===== config.mk =====
export PLATFORM = sky130hd
export DESIGN_NAME = ffha_ctrl
export DESIGN_NICKNAME = d
export VERILOG_FILES = /design/src/hdl/ffha_pkg.sv /design/src/hdl/ffha_ctrl.sv
export SDC_FILE = /design/constraint.sdc
export NUM_CORES = 1
export LEC_CHECK = 0
export BUFFER_PORTS_ARGS = -buffer_cell sky130_fd_sc_hd__buf_2
export CELL_PAD_IN_SITES_DETAIL_PLACEMENT = 1
export CELL_PAD_IN_SITES_GLOBAL_PLACEMENT = 1
export CORE_MARGIN = 3
export CORE_UTILIZATION = 28
export CTS_CLUSTER_SIZE = 28
export DETAILED_ROUTE_END_ITERATION = 8
export PLACE_DENSITY_LB_ADDON = 0.08
export SYNTH_ARGS = -nofsm -noshare
export SYNTH_HDL_FRONTEND = slang
export SYNTH_SLANG_ARGS = --single-unit

===== constraint.sdc =====
create_clock -name aclk -period 1.7 [get_ports aclk]
set_input_delay 0.34 -clock aclk [delete_from_list [all_inputs] [get_ports aclk]]
set_output_delay 0.34 -clock aclk [all_outputs]
set_load 0.01 [all_outputs]

===== src/hdl/ffha_pkg.sv =====
// ----------------------------------------------------------------------------
// ffha_pkg: shared types and helpers for the first-fit heap allocator
// Heap geometry, header layout, controller commands and list helpers.
// ----------------------------------------------------------------------------
package ffha_pkg;

    localparam int HEAP_BYTES      = 1024;
    localparam int ALIGN_BYTES     = 4;
    localparam int MIN_BLOCK_BYTES = 8;
    localparam int HEADER_BYTES    = 4;

    localparam int ADDR_W = $clog2(HEAP_BYTES);   // memory index
    localparam int PTR_W  = ADDR_W + 1;           // can hold HEAP_BYTES (end of list)
    localparam int LEN_W  = 12;                   // req_length field
    localparam int RND_W  = LEN_W + 1;            // rounded length
    localparam int BADDR_W = 10;                  // block_addr / grant_addr fields
    localparam int HW_W   = 11;                   // high_water field
    localparam int ST_W   = 2;                    // status field

    localparam logic [PTR_W-1:0] HEAP_PTR = PTR_W'(HEAP_BYTES);

    typedef logic [ST_W-1:0] status_t;
    localparam status_t ST_ALLOC = 2'd0;
    localparam status_t ST_OOM   = 2'd1;
    localparam status_t ST_FREED = 2'd2;

    typedef struct packed {
        logic [PTR_W-1:0] size;
        logic [PTR_W-1:0] nxt;
    } hdr_t;

    typedef enum logic [3:0] {
        C_NOP,
        C_INIT0,
        C_INIT1,
        C_LOAD,
        C_A_FIRST,
        C_A_STEP,
        C_A_W1,
        C_A_W2,
        C_A_W3,
        C_F_FIRST,
        C_F_STEP,
        C_F_CUR,
        C_F_W1,
        C_F_W2,
        C_RESULT
    } cmd_e_t;

    typedef struct packed {
        logic link_end;   // link just read points past the list
        logic fit;        // current block satisfies the request
        logic walk_more;  // free walk continues past the next node
        logic skip;       // free address outside the heap
        logic dup;        // address already heads a free block
    } dp_stat_t;

    // next pointer as the walk sees it: anything not strictly forward ends the list
    function automatic logic [PTR_W-1:0] link_of(input logic [PTR_W-1:0] a,
                                                 input logic [PTR_W-1:0] n);
        if (a >= HEAP_PTR || n <= a || n >= HEAP_PTR) begin
            return HEAP_PTR;
        end
        return n;
    endfunction

    function automatic logic [RND_W-1:0] round_len(input logic [LEN_W-1:0] s);
        logic [RND_W-1:0] v;
        logic [RND_W-1:0] r;
        v = (s < LEN_W'(MIN_BLOCK_BYTES)) ? RND_W'(MIN_BLOCK_BYTES) : RND_W'(s);
        r = v % RND_W'(ALIGN_BYTES);
        if (r != '0) begin
            v = v + RND_W'(ALIGN_BYTES) - r;
        end
        return v;
    endfunction

endpackage


===== src/hdl/ffha_ctrl.sv =====
// ----------------------------------------------------------------------------
// ffha_ctrl: allocator sequencer
// Steps through init, list walks, header updates and result hand-off.
// ----------------------------------------------------------------------------
module ffha_ctrl (
    input  logic                aclk,
    input  logic                aresetn,
    input  logic                s_tvalid,
    output logic                s_tready,
    input  logic                s_op,
    output logic                m_tvalid,
    input  logic                m_tready,
    output ffha_pkg::status_t   m_status,
    input  ffha_pkg::dp_stat_t  stat,
    output ffha_pkg::cmd_e_t    cmd
);

    typedef enum logic [3:0] {
        S_INIT0, S_INIT1, S_IDLE,
        S_AFIRST, S_ACHK, S_AW1, S_AW2, S_AW3,
        S_FFIRST, S_FWALK, S_FCUR, S_FW1, S_FW2,
        S_DONE
    } state_t;

    state_t              state_reg, state_next;
    ffha_pkg::status_t   res_reg, res_next;
    logic                mvalid_reg, mvalid_next;
    ffha_pkg::status_t   mstat_reg, mstat_next;

    assign s_tready = (state_reg == S_IDLE);
    assign m_tvalid = mvalid_reg;
    assign m_status = mstat_reg;

    always_comb begin
        state_next  = state_reg;
        res_next    = res_reg;
        mvalid_next = mvalid_reg && !m_tready;
        mstat_next  = mstat_reg;
        cmd         = ffha_pkg::C_NOP;
        case (state_reg)
            S_INIT0: begin
                cmd = ffha_pkg::C_INIT0;
                state_next = S_INIT1;
            end
            S_INIT1: begin
                cmd = ffha_pkg::C_INIT1;
                state_next = S_IDLE;
            end
            S_IDLE: begin
                if (s_tvalid) begin
                    cmd = ffha_pkg::C_LOAD;
                    state_next = s_op ? S_FFIRST : S_AFIRST;
                end
            end
            S_AFIRST: begin
                cmd = ffha_pkg::C_A_FIRST;
                if (stat.link_end) begin
                    res_next = ffha_pkg::ST_OOM;
                    state_next = S_DONE;
                end else begin
                    state_next = S_ACHK;
                end
            end
            S_ACHK: begin
                cmd = ffha_pkg::C_A_STEP;
                if (stat.fit) begin
                    // remainder header first; the datapath skips it on an exact fit
                    state_next = S_AW1;
                end else if (stat.link_end) begin
                    res_next = ffha_pkg::ST_OOM;
                    state_next = S_DONE;
                end
            end
            S_AW1: begin
                cmd = ffha_pkg::C_A_W1;
                state_next = S_AW2;
            end
            S_AW2: begin
                cmd = ffha_pkg::C_A_W2;
                state_next = S_AW3;
            end
            S_AW3: begin
                cmd = ffha_pkg::C_A_W3;
                res_next = ffha_pkg::ST_ALLOC;
                state_next = S_DONE;
            end
            S_FFIRST: begin
                res_next = ffha_pkg::ST_FREED;
                if (stat.skip) begin
                    state_next = S_DONE;
                end else begin
                    cmd = ffha_pkg::C_F_FIRST;
                    if (stat.walk_more) begin
                        state_next = S_FWALK;
                    end else if (!stat.link_end) begin
                        state_next = S_FCUR;
                    end else begin
                        state_next = S_FW1;
                    end
                end
            end
            S_FWALK: begin
                cmd = ffha_pkg::C_F_STEP;
                if (stat.walk_more) begin
                    state_next = S_FWALK;
                end else if (!stat.link_end) begin
                    state_next = S_FCUR;
                end else begin
                    state_next = S_FW1;
                end
            end
            S_FCUR: begin
                cmd = ffha_pkg::C_F_CUR;
                state_next = S_FW1;
            end
            S_FW1: begin
                if (stat.dup) begin
                    state_next = S_DONE;
                end else begin
                    cmd = ffha_pkg::C_F_W1;
                    state_next = S_FW2;
                end
            end
            S_FW2: begin
                cmd = ffha_pkg::C_F_W2;
                state_next = S_DONE;
            end
            S_DONE: begin
                if (!mvalid_reg || m_tready) begin
                    cmd = ffha_pkg::C_RESULT;
                    mvalid_next = 1'b1;
                    mstat_next = res_reg;
                    state_next = S_IDLE;
                end
            end
            default: begin
                state_next = S_IDLE;
            end
        endcase
    end

    always_ff @(posedge aclk) begin
        if (!aresetn) begin
            state_reg  <= S_INIT0;
            res_reg    <= ffha_pkg::ST_ALLOC;
            mvalid_reg <= 1'b0;
            mstat_reg  <= ffha_pkg::ST_ALLOC;
        end else begin
            state_reg  <= state_next;
            res_reg    <= res_next;
            mvalid_reg <= mvalid_next;
            mstat_reg  <= mstat_next;
        end
    end

endmodule


# == Word level (Yosys, flattened, before mapping) ==
# Cells that the tools add are included.
# classes
reduce_logical,10
n_eq_ne,17
n_mux,21
# op_table
operator,n
$pmux W4 S14,1
$pmux W4 S12,1
$mux W4,9
$eq A4 B4 Y1 const B,6
$eq A4 B3 Y1 const B,4
$eq A4 B2 Y1 const B,2
$mux W2,4
$pmux W2 S4,1
$ne A2 B2 Y1 const B,3
$eq A4 B1 Y1 const B,1
$logic_not A4 Y1,1
$mux W1,4
$reduce_and A2 Y1,2
$reduce_bool A4 Y1,1
$mux W3,1
$ne A3 B3 Y1 const B,1
$reduce_and A3 Y1,1
$logic_not A1 Y1,2
$reduce_or A2 Y1,1
$logic_and A1 B1 Y1,1
$logic_or A1 B1 Y1,1
# totals
register_bits,9

# == Longest topological paths before layout ==
# depth
depth_word,4
depth_mapped,6
ltp_nobuf,4

# == Least setup slack after synthesis ==
# No wires, ideal clock.
# synth_path
path_type,reg-to-output
startpoint,register state_reg[2]
endpoint,output cmd[0]
t_arrival_ns,1.379
slack_ns,-0.019
path_stages_with_launch,6
n_path_buf,3
required_ns,1.360
path_cell_list,dfxtp_1 -> clkbuf_1 -> buf_2 -> buf_2 -> nor2_1 -> a221oi_1
# synth_between
elab_chain_len,2
elab_cells_between_ends,15
classes_between,13 x eq/ne; 1 x mux; 1 x reduce/logical
# synth_rtl
item,line_no,source
from (decl),ffha_ctrl.sv:25,"state_t state_reg, state_next;"
from (signal assigned),ffha_ctrl.sv:149,state_reg <= state_next;
$eq A4 B4 Y1 (tied with other cells),ffha_ctrl.sv:40,case (state_reg)
$pmux W4 S14 *,ffha_ctrl.sv:40,
to (decl),ffha_ctrl.sv:15,output ffha_pkg::cmd_e_t cmd
# Mark *: on every way between the ends. The rest lies on a longest branch, timed or not.

# == Worst setup path in the final report ==
# layout_path
startpoint,register state_reg[1]
endpoint,output cmd[0]
# Same word-level chain as after synthesis.

==> summary.txt <==
Floorplan
  • IO Pins: 18
  • Die Area: around 3400 sq um
  • Core footprint: approximately 2500 sq um
  • Die Y: about 60 um
  • Chip width: between 50 and 60 um
  • Starting Density: 0.3033
  • Row count: 18

Drt
  • Aggregate routed wire length: ~2.8 mm
  • Drt drc: 0
  • Iter 0 DRT Violations: 16
  • Antenna viol nets, final: 0
  • DRT Pass-1 Iters: 4
  • Number of vias in the routed layout: about 940
  • Wirelength per Cell: 16.23 um
  • Via density: between 5 and 6

Worst setup path
  • Reg2Reg Depth: 4
  • Crit Reg-Reg Endpoint: state_reg[3]$_SDFFE_PN0P_
  • Crit-path cells: buf_12 -> nor2_4 -> nand2_2 -> nand2_2 -> a221oi_2 -> buf_2
  • Worst path required time: 1.36 ns
  • CP dominant cell by count: nand2_2
  • Worst Path Arrival: about 1.4 ns
  • Slowest CP cell: dfxtp_4
  • Critical Path Start Type: register
  • Worst-path fanout max: 5
  • Critical path class: register to primary output
  • Worst Setup End Kind: primary output
  • Register-to-Register Setup Slack: around 0.050 ns
  • CP max stage delay: roughly 0.39 ns
  • Reg2reg start: state_reg[1]$_SDFFE_PN0P_

Outcome
  • Failing checks: setup timing
  • Status: complete, but fails checks

Clock tree
  • Hold Buf Count CTS: 0
  • Clock buffer count from CTS: 3
  • Skew-Pair Late Insertion Delay: 0.27 ns
  • CTS sink count: 9
  • CTS clk-pin slew, worst paths: about 0.070 ns
  • CTS root buffer: clkbuf_4
  • Htree depth: 1
  • CTS tree: yes
  • CTS max path bufs: 2

STA
  • Rel. slew slack: 0.7476
  • RSZ-0062 raised after global routing: true
  • Fin crit share: 1.006
  • Final hold vios: 0
  • FMAX: between 500 and 600 MHz
  • Setup slack after layout: -0.01038 ns
  • Worst Skew: ~0.0036 ns
  • Final Critical Period: 1.710 ns
  • Worst slew pin tran: about 0.38 ns
  • TNS Setup: -0.01038 ns
  • Setup violators final: 1
  • Max Slew Vio Count: 0

Run
  • Number of max-cap violations: 0

Power
  • Power Dens Cells: between 1000 and 1500 nW/um^2
  • Leakage: between 0.4 and 0.5 nW
  • Peak supply drop: approximately 740 uV

Synth
  • Syn Nets: between 100 and 150
  • Synth area leader: dfxtp_1
  • Synth top area cells: dfxtp_1 23%, nor2_1 6.8%, a21oi_1 6.5%
  • Synth Area per Inst: roughly 7 sq um
  • YS warnings: 0
  • Most used DFF post-synth: dfxtp_1
  • Post-synth EDFFs: 0
  • Top-area cell type share of the netlist area: 0.2334
  • Unique masters post-synth: 33
  • Cell with the most instances after synthesis: nor2_1
  • #FFs+latches synth: 9
  • Synth async-reset ratio: 0
  • Cell count after synthesis: between 100 and 150
  • Register area share after synthesis: 0.2334
  • Mapped Area: a little under 800 sq um
  • Most frequent cells after synthesis: 14 x nor2_1, 12 x nand2_1, 10 x a21oi_1, 10 x o21ai_0, 9 x dfxtp_1

Placement
  • # port buffers: 17
  • HPWL after DPL: ~1.8 mm
  • GPL Wtd Cong: about 0.76
  • DP Area: roughly 950 sq um

Finish
  • Ant diodes: 0
  • Max FFs per register: 4
  • Layout cells sized above 1: 0.3986
  • Fillers: ~330
  • Fin area: about 1200 sq um
  • Layout area overhead: 49.11%
  • NumNets Final: roughly 150

GRT
  • Pin count of the biggest net entering global routing: 17
  • Gr usage total: 0.1650
  • Initial antenna violation count: 0
  • Vias in the first global route: roughly 950
  • Global-route wire length before repair: ~4.4 mm
  • GRT overflow: 0

Min path
  • Hold Crit Class: primary input to register
  • Hold Path Cell Cnt: 3
  • Hold_sp: aresetn
  • WHS Endpoint: state_reg[1]$_SDFFE_PN0P_
-- cell families after synthesis --
| group | synth area share |
|---|---|
| compound gates | 0.3469 |
| buf+inv | 0.05996 |
| flops | 0.2334 |
| simple gates | 0.3598 |
-- per-layer routing --
layer  track usage  vias to the layer above  routed length [um]  share of wire
met4       0.01987                        0                   0              0
met1        0.2101                      457                1275           0.45
met3       0.03289                        0                  64          0.023
li1              -                      466                   -              -
met2        0.2935                       14                1469           0.52
met5             0                        -                   0              0
-- through the flow --
| stage | setup slack (ns) | power [mW] | hold slack (ns) | utilization | instances |
|---|---|---|---|---|---|
| CTS | 0.006363 | 1.539 | 0.3903 | 0.4263 | 172 |
| global placement | 0.04742 | 1.149 | 0.4635 | 0.3736 | 159 |
| finish | -0.01038 | 1.668 | 0.3906 | 0.4523 | 173 |
| floorplan | 0.02255 | 0.8699 | 0.4414 | - | 113 |
| global route | -0.07830 | 1.793 | 0.3946 | 0.4523 | 173 |
| detailed placement | 0.03035 | 1.168 | 0.4718 | 0.3736 | 159 |
-- power breakdown --
part / internal (mW) / switching (mW)
sequential: 0.271 / 0.0814
combinational: 0.609 / 0.530
clock: 0.0909 / 0.0866
total: 0.970 / 0.698
-- worst max path at each step --
stage | startpoint | end | slack, ns | cells after the start
global route | state_reg[1]$_SDFFE_PN0P_ | cmd[0] | -0.08 | 6
CTS | state_reg[1]$_SDFFE_PN0P_ | cmd[0] | 0.006 | 6
detailed placement | stat[3] | state_reg[3]$_SDFFE_PN0P_ | 0.03 | 5
floorplan | state_reg[2]$_SDFFE_PN0P_ | cmd[3] | 0.02 | 5
global placement | stat[3] | state_reg[3]$_SDFFE_PN0P_ | 0.05 | 5
finish | state_reg[1]$_SDFFE_PN0P_ | cmd[0] | -0.01 | 6
-- placed cells by master, fill, tap and decap left out, types with 2 or more instances in the layout --
cell type  instances
dfxtp_4            3
nand3b_1           2
buf_12             2
nand2b_1           7
o21ai_1            2
nand2_1            8
dfxtp_1            5
a21boi_0           4
nor3_1             4
a21oi_1            9
buf_2             17
nand3_1            3
clkbuf_4           3
nor2b_1            4
o21ai_0            8
o211ai_1           3
buf_4             13
buf_6              2
nand2_2            4
nor2_1            13
-- critical path: cells and delay by family (launching register included) --
family | cells | cell delay, ns
buf+inv | 2 | 0.29
flops | 1 | 0.39
simple gates | 3 | 0.18
compound gates | 1 | 0.26
-- layout make-up --
| cell class | count | area [sq um] | area share |
|---|---|---|---|
| Sequential cell | 9 | 192.7 | 0.1674 |
| Tap cell | 30 | 37.54 | 0.03261 |
| Clock buffer | 4 | 26.28 | 0.02283 |
| Inverter | 1 | 3.754 | 0.003261 |
| Multi-Input combinational cell | 93 | 588.1 | 0.5109 |
| Timing Repair Buffer | 36 | 302.8 | 0.2630 |
-- what timing repair did --
item,4_1_cts,5_1_grt
gates resized for setup,7,16
endpoints found under the setup margin,5,5
buffers inserted,8,1
cloned,1,1
pin swaps,2,7
Note: power is estimated with default switching activity, not from simulation.
